File: src/design/dd_pkg.sv
// dd_pkg: types, constants and calendar tables for the day difference block.
// No dependencies; imported by dd_mul and date_difference_in_days.
package dd_pkg;

	// multiplier operand and product widths
	localparam int unsigned OP_W   = 15;
	localparam int unsigned PROD_W = 2 * OP_W;

	// floor(x / 100) = (x * RECIP_100) >> RECIP_SHIFT for x below 2^15
	localparam logic [OP_W-1:0] RECIP_100   = 15'd20972;
	localparam int unsigned     RECIP_SHIFT = 21;
	localparam logic [OP_W-1:0] DAYS_YEAR   = 15'd365;
	localparam logic [OP_W-1:0] YEAR_BIAS   = 15'd399;

	// day numbers and magnitudes
	localparam int unsigned     DN_W    = 23;
	localparam logic [DN_W-1:0] MAX_MAG = 23'd4194303;

	localparam logic [3:0] MONTH_JAN = 4'd1;
	localparam logic [3:0] MONTH_FEB = 4'd2;
	localparam logic [3:0] MONTH_DEC = 4'd12;

	typedef struct packed {
		logic [4:0]  start_day;
		logic [3:0]  start_month;
		logic [13:0] start_year;
		logic [4:0]  end_day;
		logic [3:0]  end_month;
		logic [13:0] end_year;
		logic        include_end_day;
	} dd_query_t;

	typedef struct packed {
		logic signed [DN_W-1:0] day_difference;
		logic                   invalid_date;
	} dd_answer_t;

	// request to the shared multiplier
	typedef struct packed {
		logic            en;
		logic [OP_W-1:0] a;
		logic [OP_W-1:0] b;
	} dd_mul_req_t;

	typedef enum logic [2:0] {
		ST_IDLE,
		ST_YEAR_DIV,
		ST_BIAS_DIV,
		ST_BIAS_MUL,
		ST_SUM,
		ST_DIFF
	} dd_state_t;

	// length of a month; leap selects 29 for February
	function automatic logic [4:0] month_len(input logic [3:0] m, input logic leap);
		logic [4:0] len;
		case (m)
			4'd1, 4'd3, 4'd5, 4'd7, 4'd8, 4'd10, 4'd12: len = 5'd31;
			4'd4, 4'd6, 4'd9, 4'd11:                    len = 5'd30;
			4'd2:                                       len = leap ? 5'd29 : 5'd28;
			default:                                    len = 5'd0;
		endcase
		return len;
	endfunction

	// days in the year before the first of the month
	function automatic logic [8:0] days_before(input logic [3:0] m);
		logic [8:0] n;
		case (m)
			4'd1:    n = 9'd0;
			4'd2:    n = 9'd31;
			4'd3:    n = 9'd59;
			4'd4:    n = 9'd90;
			4'd5:    n = 9'd120;
			4'd6:    n = 9'd151;
			4'd7:    n = 9'd181;
			4'd8:    n = 9'd212;
			4'd9:    n = 9'd243;
			4'd10:   n = 9'd273;
			4'd11:   n = 9'd304;
			4'd12:   n = 9'd334;
			default: n = 9'd0;
		endcase
		return n;
	endfunction

endpackage

File: src/design/dd_mul.sv
// dd_mul: shared 15 x 15 multiplier with a registered product.
// Depends on dd_pkg for the request struct and widths.
module dd_mul (
	input  logic                      clk,
	input  dd_pkg::dd_mul_req_t       req,
	output logic [dd_pkg::PROD_W-1:0] prod
);
	import dd_pkg::*;

	logic [PROD_W-1:0] prod_q;

	// product lands in the cycle after the request
	always_ff @(posedge clk) begin
		if (req.en) begin
			prod_q <= PROD_W'(req.a) * PROD_W'(req.b);
		end
	end

	assign prod = prod_q;

endmodule

File: src/design/date_difference_in_days.sv
// date_difference_in_days: signed Gregorian day count between two dates.
// Depends on dd_pkg and the shared multiplier dd_mul.
//
//   channel  | valid         | stall         | payload
//   ---------+---------------+---------------+------------------------
//   query    | query_valid   | query_stall   | query  (dd_query_t)
//   answer   | answer_valid  | answer_stall  | answer (dd_answer_t)
//
// Each transaction runs in steps from acceptance until its answer is loaded:
// four steps per date (year / 100, biased year / 100, biased year * 365 on the
// multiplier, then the sum), for two dates, then a final step for the difference.
// The sequencer then returns to idle and only there takes a new query; the steps
// share the single multiplier. query_stall is high while the sequencer is not idle;
// a held answer keeps the last step waiting until answer_stall drops.
// arst_n clears the sequencer and the answer valid flag.
module date_difference_in_days (
	input  logic               clk,
	input  logic               arst_n,
	input  logic               query_valid,
	output logic               query_stall,
	input  dd_pkg::dd_query_t  query,
	output logic               answer_valid,
	input  logic               answer_stall,
	output dd_pkg::dd_answer_t answer
);
	import dd_pkg::*;

	dd_state_t         state_q, state_d;
	dd_query_t         query_q;
	logic              sel_q;
	logic [7:0]        yq_q;
	logic [7:0]        pq_q;
	logic [DN_W-1:0]   dn_start_q, dn_end_q;
	logic              bad_q;
	logic              answer_valid_q;
	dd_answer_t        answer_q;

	dd_mul_req_t       mul_req;
	logic [PROD_W-1:0] prod;

	logic              accept;
	logic              load_answer;

	logic [4:0]        cur_d;
	logic [3:0]        cur_m;
	logic [13:0]       cur_y;
	logic [OP_W-1:0]   bias_y;
	logic [13:0]       hund;
	logic              leap;
	logic              date_ok;
	logic [DN_W-1:0]   dn;

	logic signed [DN_W:0] diff;
	logic                 neg;
	logic [DN_W-1:0]      mag;
	logic [DN_W:0]        mag_inc;
	logic [DN_W-1:0]      mag_sat;
	logic [DN_W-1:0]      result;

	dd_mul u_mul (
		.clk  (clk),
		.req  (mul_req),
		.prod (prod)
	);

	assign accept = query_valid && !query_stall;

	// select the date in work
	always_comb begin
		if (sel_q) begin
			cur_d = query_q.end_day;
			cur_m = query_q.end_month;
			cur_y = query_q.end_year;
		end else begin
			cur_d = query_q.start_day;
			cur_m = query_q.start_month;
			cur_y = query_q.start_year;
		end
	end

	assign bias_y = OP_W'(cur_y) + YEAR_BIAS;

	// leap year and validity from year / 100
	assign hund = 14'({yq_q, 6'b0} + {yq_q, 5'b0} + {yq_q, 2'b0});
	assign leap = (cur_y[1:0] == 2'b00) && ((cur_y != hund) || (yq_q[1:0] == 2'b00));
	assign date_ok = (cur_m >= MONTH_JAN) && (cur_m <= MONTH_DEC) && (cur_d != 5'd0)
		&& (cur_d <= month_len(cur_m, leap));

	// day number: 365p + p/4 - p/100 + p/400 + days before month + leap day + day
	assign dn = DN_W'(prod) + DN_W'(bias_y >> 2) - DN_W'(pq_q) + DN_W'(pq_q >> 2)
		+ DN_W'(days_before(cur_m)) + DN_W'((cur_m > MONTH_FEB) && leap) + DN_W'(cur_d);

	// signed difference, magnitude, end day and saturation
	always_comb begin
		diff    = $signed({1'b0, dn_end_q}) - $signed({1'b0, dn_start_q});
		neg     = diff[DN_W];
		mag     = neg ? DN_W'(-diff) : DN_W'(diff);
		mag_inc = {1'b0, mag} + (DN_W+1)'(query_q.include_end_day);
		mag_sat = (mag_inc > (DN_W+1)'(MAX_MAG)) ? MAX_MAG : mag_inc[DN_W-1:0];
		result  = neg ? (~mag_sat + DN_W'(1)) : mag_sat;
	end

	// sequencer: next state, multiplier requests, stall
	always_comb begin
		state_d     = state_q;
		mul_req.en  = 1'b0;
		mul_req.a   = bias_y;
		mul_req.b   = RECIP_100;
		query_stall = (state_q != ST_IDLE);
		load_answer = 1'b0;
		unique case (state_q)
			ST_IDLE: begin
				if (query_valid) state_d = ST_YEAR_DIV;
			end
			ST_YEAR_DIV: begin
				mul_req.en = 1'b1;
				mul_req.a  = OP_W'(cur_y);
				state_d    = ST_BIAS_DIV;
			end
			ST_BIAS_DIV: begin
				mul_req.en = 1'b1;
				state_d    = ST_BIAS_MUL;
			end
			ST_BIAS_MUL: begin
				mul_req.en = 1'b1;
				mul_req.b  = DAYS_YEAR;
				state_d    = ST_SUM;
			end
			ST_SUM: begin
				state_d = sel_q ? ST_DIFF : ST_YEAR_DIV;
			end
			ST_DIFF: begin
				if (!answer_valid_q || !answer_stall) begin
					load_answer = 1'b1;
					state_d     = ST_IDLE;
				end
			end
			default: state_d = ST_IDLE;
		endcase
	end

	always_ff @(posedge clk or negedge arst_n) begin
		if (!arst_n) begin
			state_q <= ST_IDLE;
		end else begin
			state_q <= state_d;
		end
	end

	// working registers
	always_ff @(posedge clk or negedge arst_n) begin
		if (!arst_n) begin
			sel_q <= 1'b0;
			bad_q <= 1'b0;
		end else if (accept) begin
			sel_q <= 1'b0;
			bad_q <= 1'b0;
		end else if (state_q == ST_SUM) begin
			sel_q <= 1'b1;
			bad_q <= bad_q || !date_ok;
		end
	end

	always_ff @(posedge clk) begin
		if (accept) begin
			query_q <= query;
		end
		if (state_q == ST_BIAS_DIV) begin
			yq_q <= prod[RECIP_SHIFT +: 8];
		end
		if (state_q == ST_BIAS_MUL) begin
			pq_q <= prod[RECIP_SHIFT +: 8];
		end
		if (state_q == ST_SUM) begin
			if (sel_q) dn_end_q <= dn;
			else       dn_start_q <= dn;
		end
	end

	// answer register
	always_ff @(posedge clk or negedge arst_n) begin
		if (!arst_n) begin
			answer_valid_q <= 1'b0;
		end else if (load_answer) begin
			answer_valid_q <= 1'b1;
		end else if (!answer_stall) begin
			answer_valid_q <= 1'b0;
		end
	end

	always_ff @(posedge clk) begin
		if (load_answer) begin
			answer_q.day_difference <= bad_q ? '0 : $signed(result);
			answer_q.invalid_date   <= bad_q;
		end
	end

	assign answer_valid = answer_valid_q;
	assign answer       = answer_q;

endmodule

File: config.mk
export PLATFORM = sky130hd
export DESIGN_NAME = date_difference_in_days
export DESIGN_NICKNAME = d
export VERILOG_FILES = /design/src/design/dd_pkg.sv /design/src/design/dd_mul.sv /design/src/design/date_difference_in_days.sv
export SDC_FILE = /design/constraint.sdc
export NUM_CORES = 1
export LEC_CHECK = 0
export ABC_AREA = 0
export ABC_CLOCK_PERIOD_IN_PS = 10000
export BUFFER_PORTS_ARGS = -buffer_cell sky130_fd_sc_hd__buf_4
export CORE_UTILIZATION = 60
export DETAILED_ROUTE_END_ITERATION = 12
export MAX_ROUTING_LAYER = met4
export PLACE_DENSITY = 0.81
export SYNTH_ARGS = -nofsm -noshare
export SYNTH_HDL_FRONTEND = slang
export SYNTH_SLANG_ARGS = --single-unit
File: constraint.sdc
create_clock -name clk -period 10 [get_ports clk]
set_input_delay 2 -clock clk [delete_from_list [all_inputs] [get_ports clk]]
set_output_delay 2 -clock clk [all_outputs]
set_load 0.005 [all_outputs]
==> results.json <==
{
  "status": "finished clean",
  "hpwl_um": 31700,
  "root_buffer": "clkbuf_16",
  "antenna_cells": 0,
  "drt-total-wl_um": 39500,
  "globalRouteOverflowTotal": 0,
  "dr.pass1.iters": 5,
  "vias": 13600,
  "antenna_found_initial": 0,
  "htree_levels": 4,
  "grt_pass1_wl_um": 65000,
  "crit_required_ps": 10200,
  "syn_avg_cell_area_um2": 9.88,
  "fmax_mhz": 108,
  "syn_to_final_growth_pct": 8.89,
  "start_util_pct": 61.2,
  "track_usage_pct": 27.3,
  "ys_ff_latch": 168,
  "final_net_count": 2324,
  "synth_enable_flop_cells": 162,
  "setup_violations": 0,
  "critPathLaunchType": "flop",
  "ys_top_cells_by_area": "edfxtp_1 (27%), ha_1 (18%), fa_1 (12%)",
  "yosysUniqueCellTypes": 97,
  "wl_per_cell_um": 17.1,
  "num_rows": 63,
  "ys_seq_area_share_pct": 27.6,
  "tritoncts": "done",
  "cp_slowest_cell": "dfrtp_2",
  "route.antenna.remaining_nets": 0,
  "synth_top_cells_by_count": "inv_1 (270), ha_1 (257), edfxtp_1 (162), fa_1 (112), nor2_1 (111)",
  "post-cts-setup-buffers": 0,
  "dieArea_um2": 31000,
  "drive_above_1_share_pct": 9.96,
  "critPathKind": "flop to flop",
  "yosysMostFrequentCell": "inv_1",
  "synth.area.mux_share_pct": 2.27,
  "finalWorstPathRequiredPeriod_ps": 9290,
  "synth-adder-area-share_pct": 30.0,
  "cts.sinks": 168,
  "crit_path_frequent_cell": "fa_1",
  "place_congestion": 0.967,
  "nFillCells": 2274,
  "fin_setup_tns_ps": 0,
  "drt_iter0_markers": 710,
  "cts_max_path_buffers": 2,
  "slew_headroom_pct": 15.0,
  "clkTransAtPathRegs_ps": 80,
  "synth-compound-area-share_pct": 13.4,
  "crit_fanout": 20,
  "drv_cap": 0,
  "placed_cells": 2275,
  "ys_async_sr_fraction_pct": 3.57,
  "portBuffers": 76,
  "synth_top_area_share_pct": 26.7,
  "syn_area_um2": 18200,
  "synth-simple-area-share_pct": 13.1,
  "hold_class": "flop to flop",
  "avgViaCountPerCell": 5.90,
  "synth_flop_cell": "edfxtp_1",
  "yosysTopAreaCell": "edfxtp_1",
  "tightest_slew_ps": 1270,
  "synth_xor_area_share_pct": 6.94,
  "core_um2": 29700,
  "grt_pass1_vias": 13700,
  "cts_inserted_buffers": 17,
  "drv_slew": 0,
  "finalHoldViolCount": 0,
  "worstPathArrival_ps": 9490,
  "clkLatencyLatePin_ps": 460,
  "critPathCaptureType": "flop",
  "drc": 0,
  "synth_fp_nets": 2261,
  "instances_no_fill": 2307,
  "io_pins": 77,
  "yosys_warnings": 0,
  "grt_start_max_net_pins": 49,
  "rsz0062_at_grt": "no",
  "skew_ps": 18.7,
  "slowest_delay_ps": 630,
  "synth_top_family_by_area": "adder cells",
  "die_y_um": 176,
  "period_share_pct": 92.9,
  "syn_inst": 1841,
  "die_x_um": 176
}
[worst max-delay path: cells and delay by family, from the launching register on]
family | cells | cell delay [ps]
fa+ha+maj | 8 | 3490
compound gates | 8 | 2230
simple gates | 8 | 1420
flops | 1 | 630
xor+xnor | 2 | 610
buf+inv | 4 | 420
mux | 1 | 250
[final timing paths]
check	slack [ps]	start	depth (start not counted)	endpoint
setup / recovery	710	sel_q	31	u_mul.prod[28]
hold / removal	560	u_mul.prod[23]	0	yq_q[2]
setup reg to reg	710	sel_q	31	u_mul.prod[28]
hold reg to reg	560	u_mul.prod[23]	0	yq_q[2]
max in group asynchronous	8500	arst_n	1	sel_q
min in group asynchronous	1360	arst_n	1	answer_valid
[layout by cell type (no fill, tap or decap), types with 30 or more instances in the layout]
| cell | n |
|---|---|
| edfxtp_1 | 162 |
| ha_1 | 257 |
| o21ai_0 | 71 |
| mux2i_1 | 30 |
| nand3_1 | 38 |
| xnor2_1 | 101 |
| nor2_1 | 107 |
| nand2_1 | 94 |
| inv_1 | 270 |
| a21oi_1 | 99 |
| fa_1 | 112 |
| nor3_1 | 47 |
| buf_4 | 90 |
| xor2_1 | 30 |
[final cells by class]
type                    count  area (um2)  share of cell area (%)
clock buffers              17         425                    2.15
clock inverters            15         214                    1.08
inverters                 271        1020                    5.14
multi-input cells        1356       12000                    60.4
flip-flops and latches    168        5020                    25.3
well taps                 390         488                    2.46
repair buffers             90         676                    3.41
[metal layers]
layer / global-route usage (%) / vias up / share of wire (%)
met4: 13.8 / 0 / 4.5
met5: - / - / 0
met3: 3.83 / 105 / 3.7
li1: - / 6622 / -
met1: 30.8 / 6536 / 41
met2: 47.2 / 343 / 51
[repair_timing]
action                                  4_1_cts  5_1_grt
resized for setup                             0        1
endpoints found under the hold margin         0        0
endpoints found under the setup margin        0        2
hold buffers                                  0        0
[per-stage QoR]
| stage | util, % | instance area [um2] | worst slack [ps] | hold slack, ps |
|---|---|---|---|---|
| final | 66.6 | 19800 | 712 | 557 |
| after global routing | 66.6 | 19800 | 69.7 | 556 |
| after CTS | 66.6 | 19800 | 512 | 568 |
| after detailed placement | 64.5 | 19200 | 663 | 548 |
| after global placement | 64.5 | 19200 | 932 | 546 |
| after floorplan | - | 18200 | 1550 | 421 |
[cells by family after synthesis]
family,after synthesis
buffers and inverters,317
AND/OR/NAND/NOR,457
XOR/XNOR,137
multiplexers,38
adder cells (fa/ha/maj),369
AO/OA/AOI/OAI,355
flip-flops,168
[sequential cells by signal, summed over array words and instances (netlist names), 3 cells and up]
register,count
answer,24
query_q,47
pq_q,8
state_q,3
dn_start_q,23
u_mul.prod,29
dn_end_q,23
yq_q,8
Power is left out: the tool's default activity adds up to more than one toggle a clock period on the data nets, which glitch-free logic cannot reach.
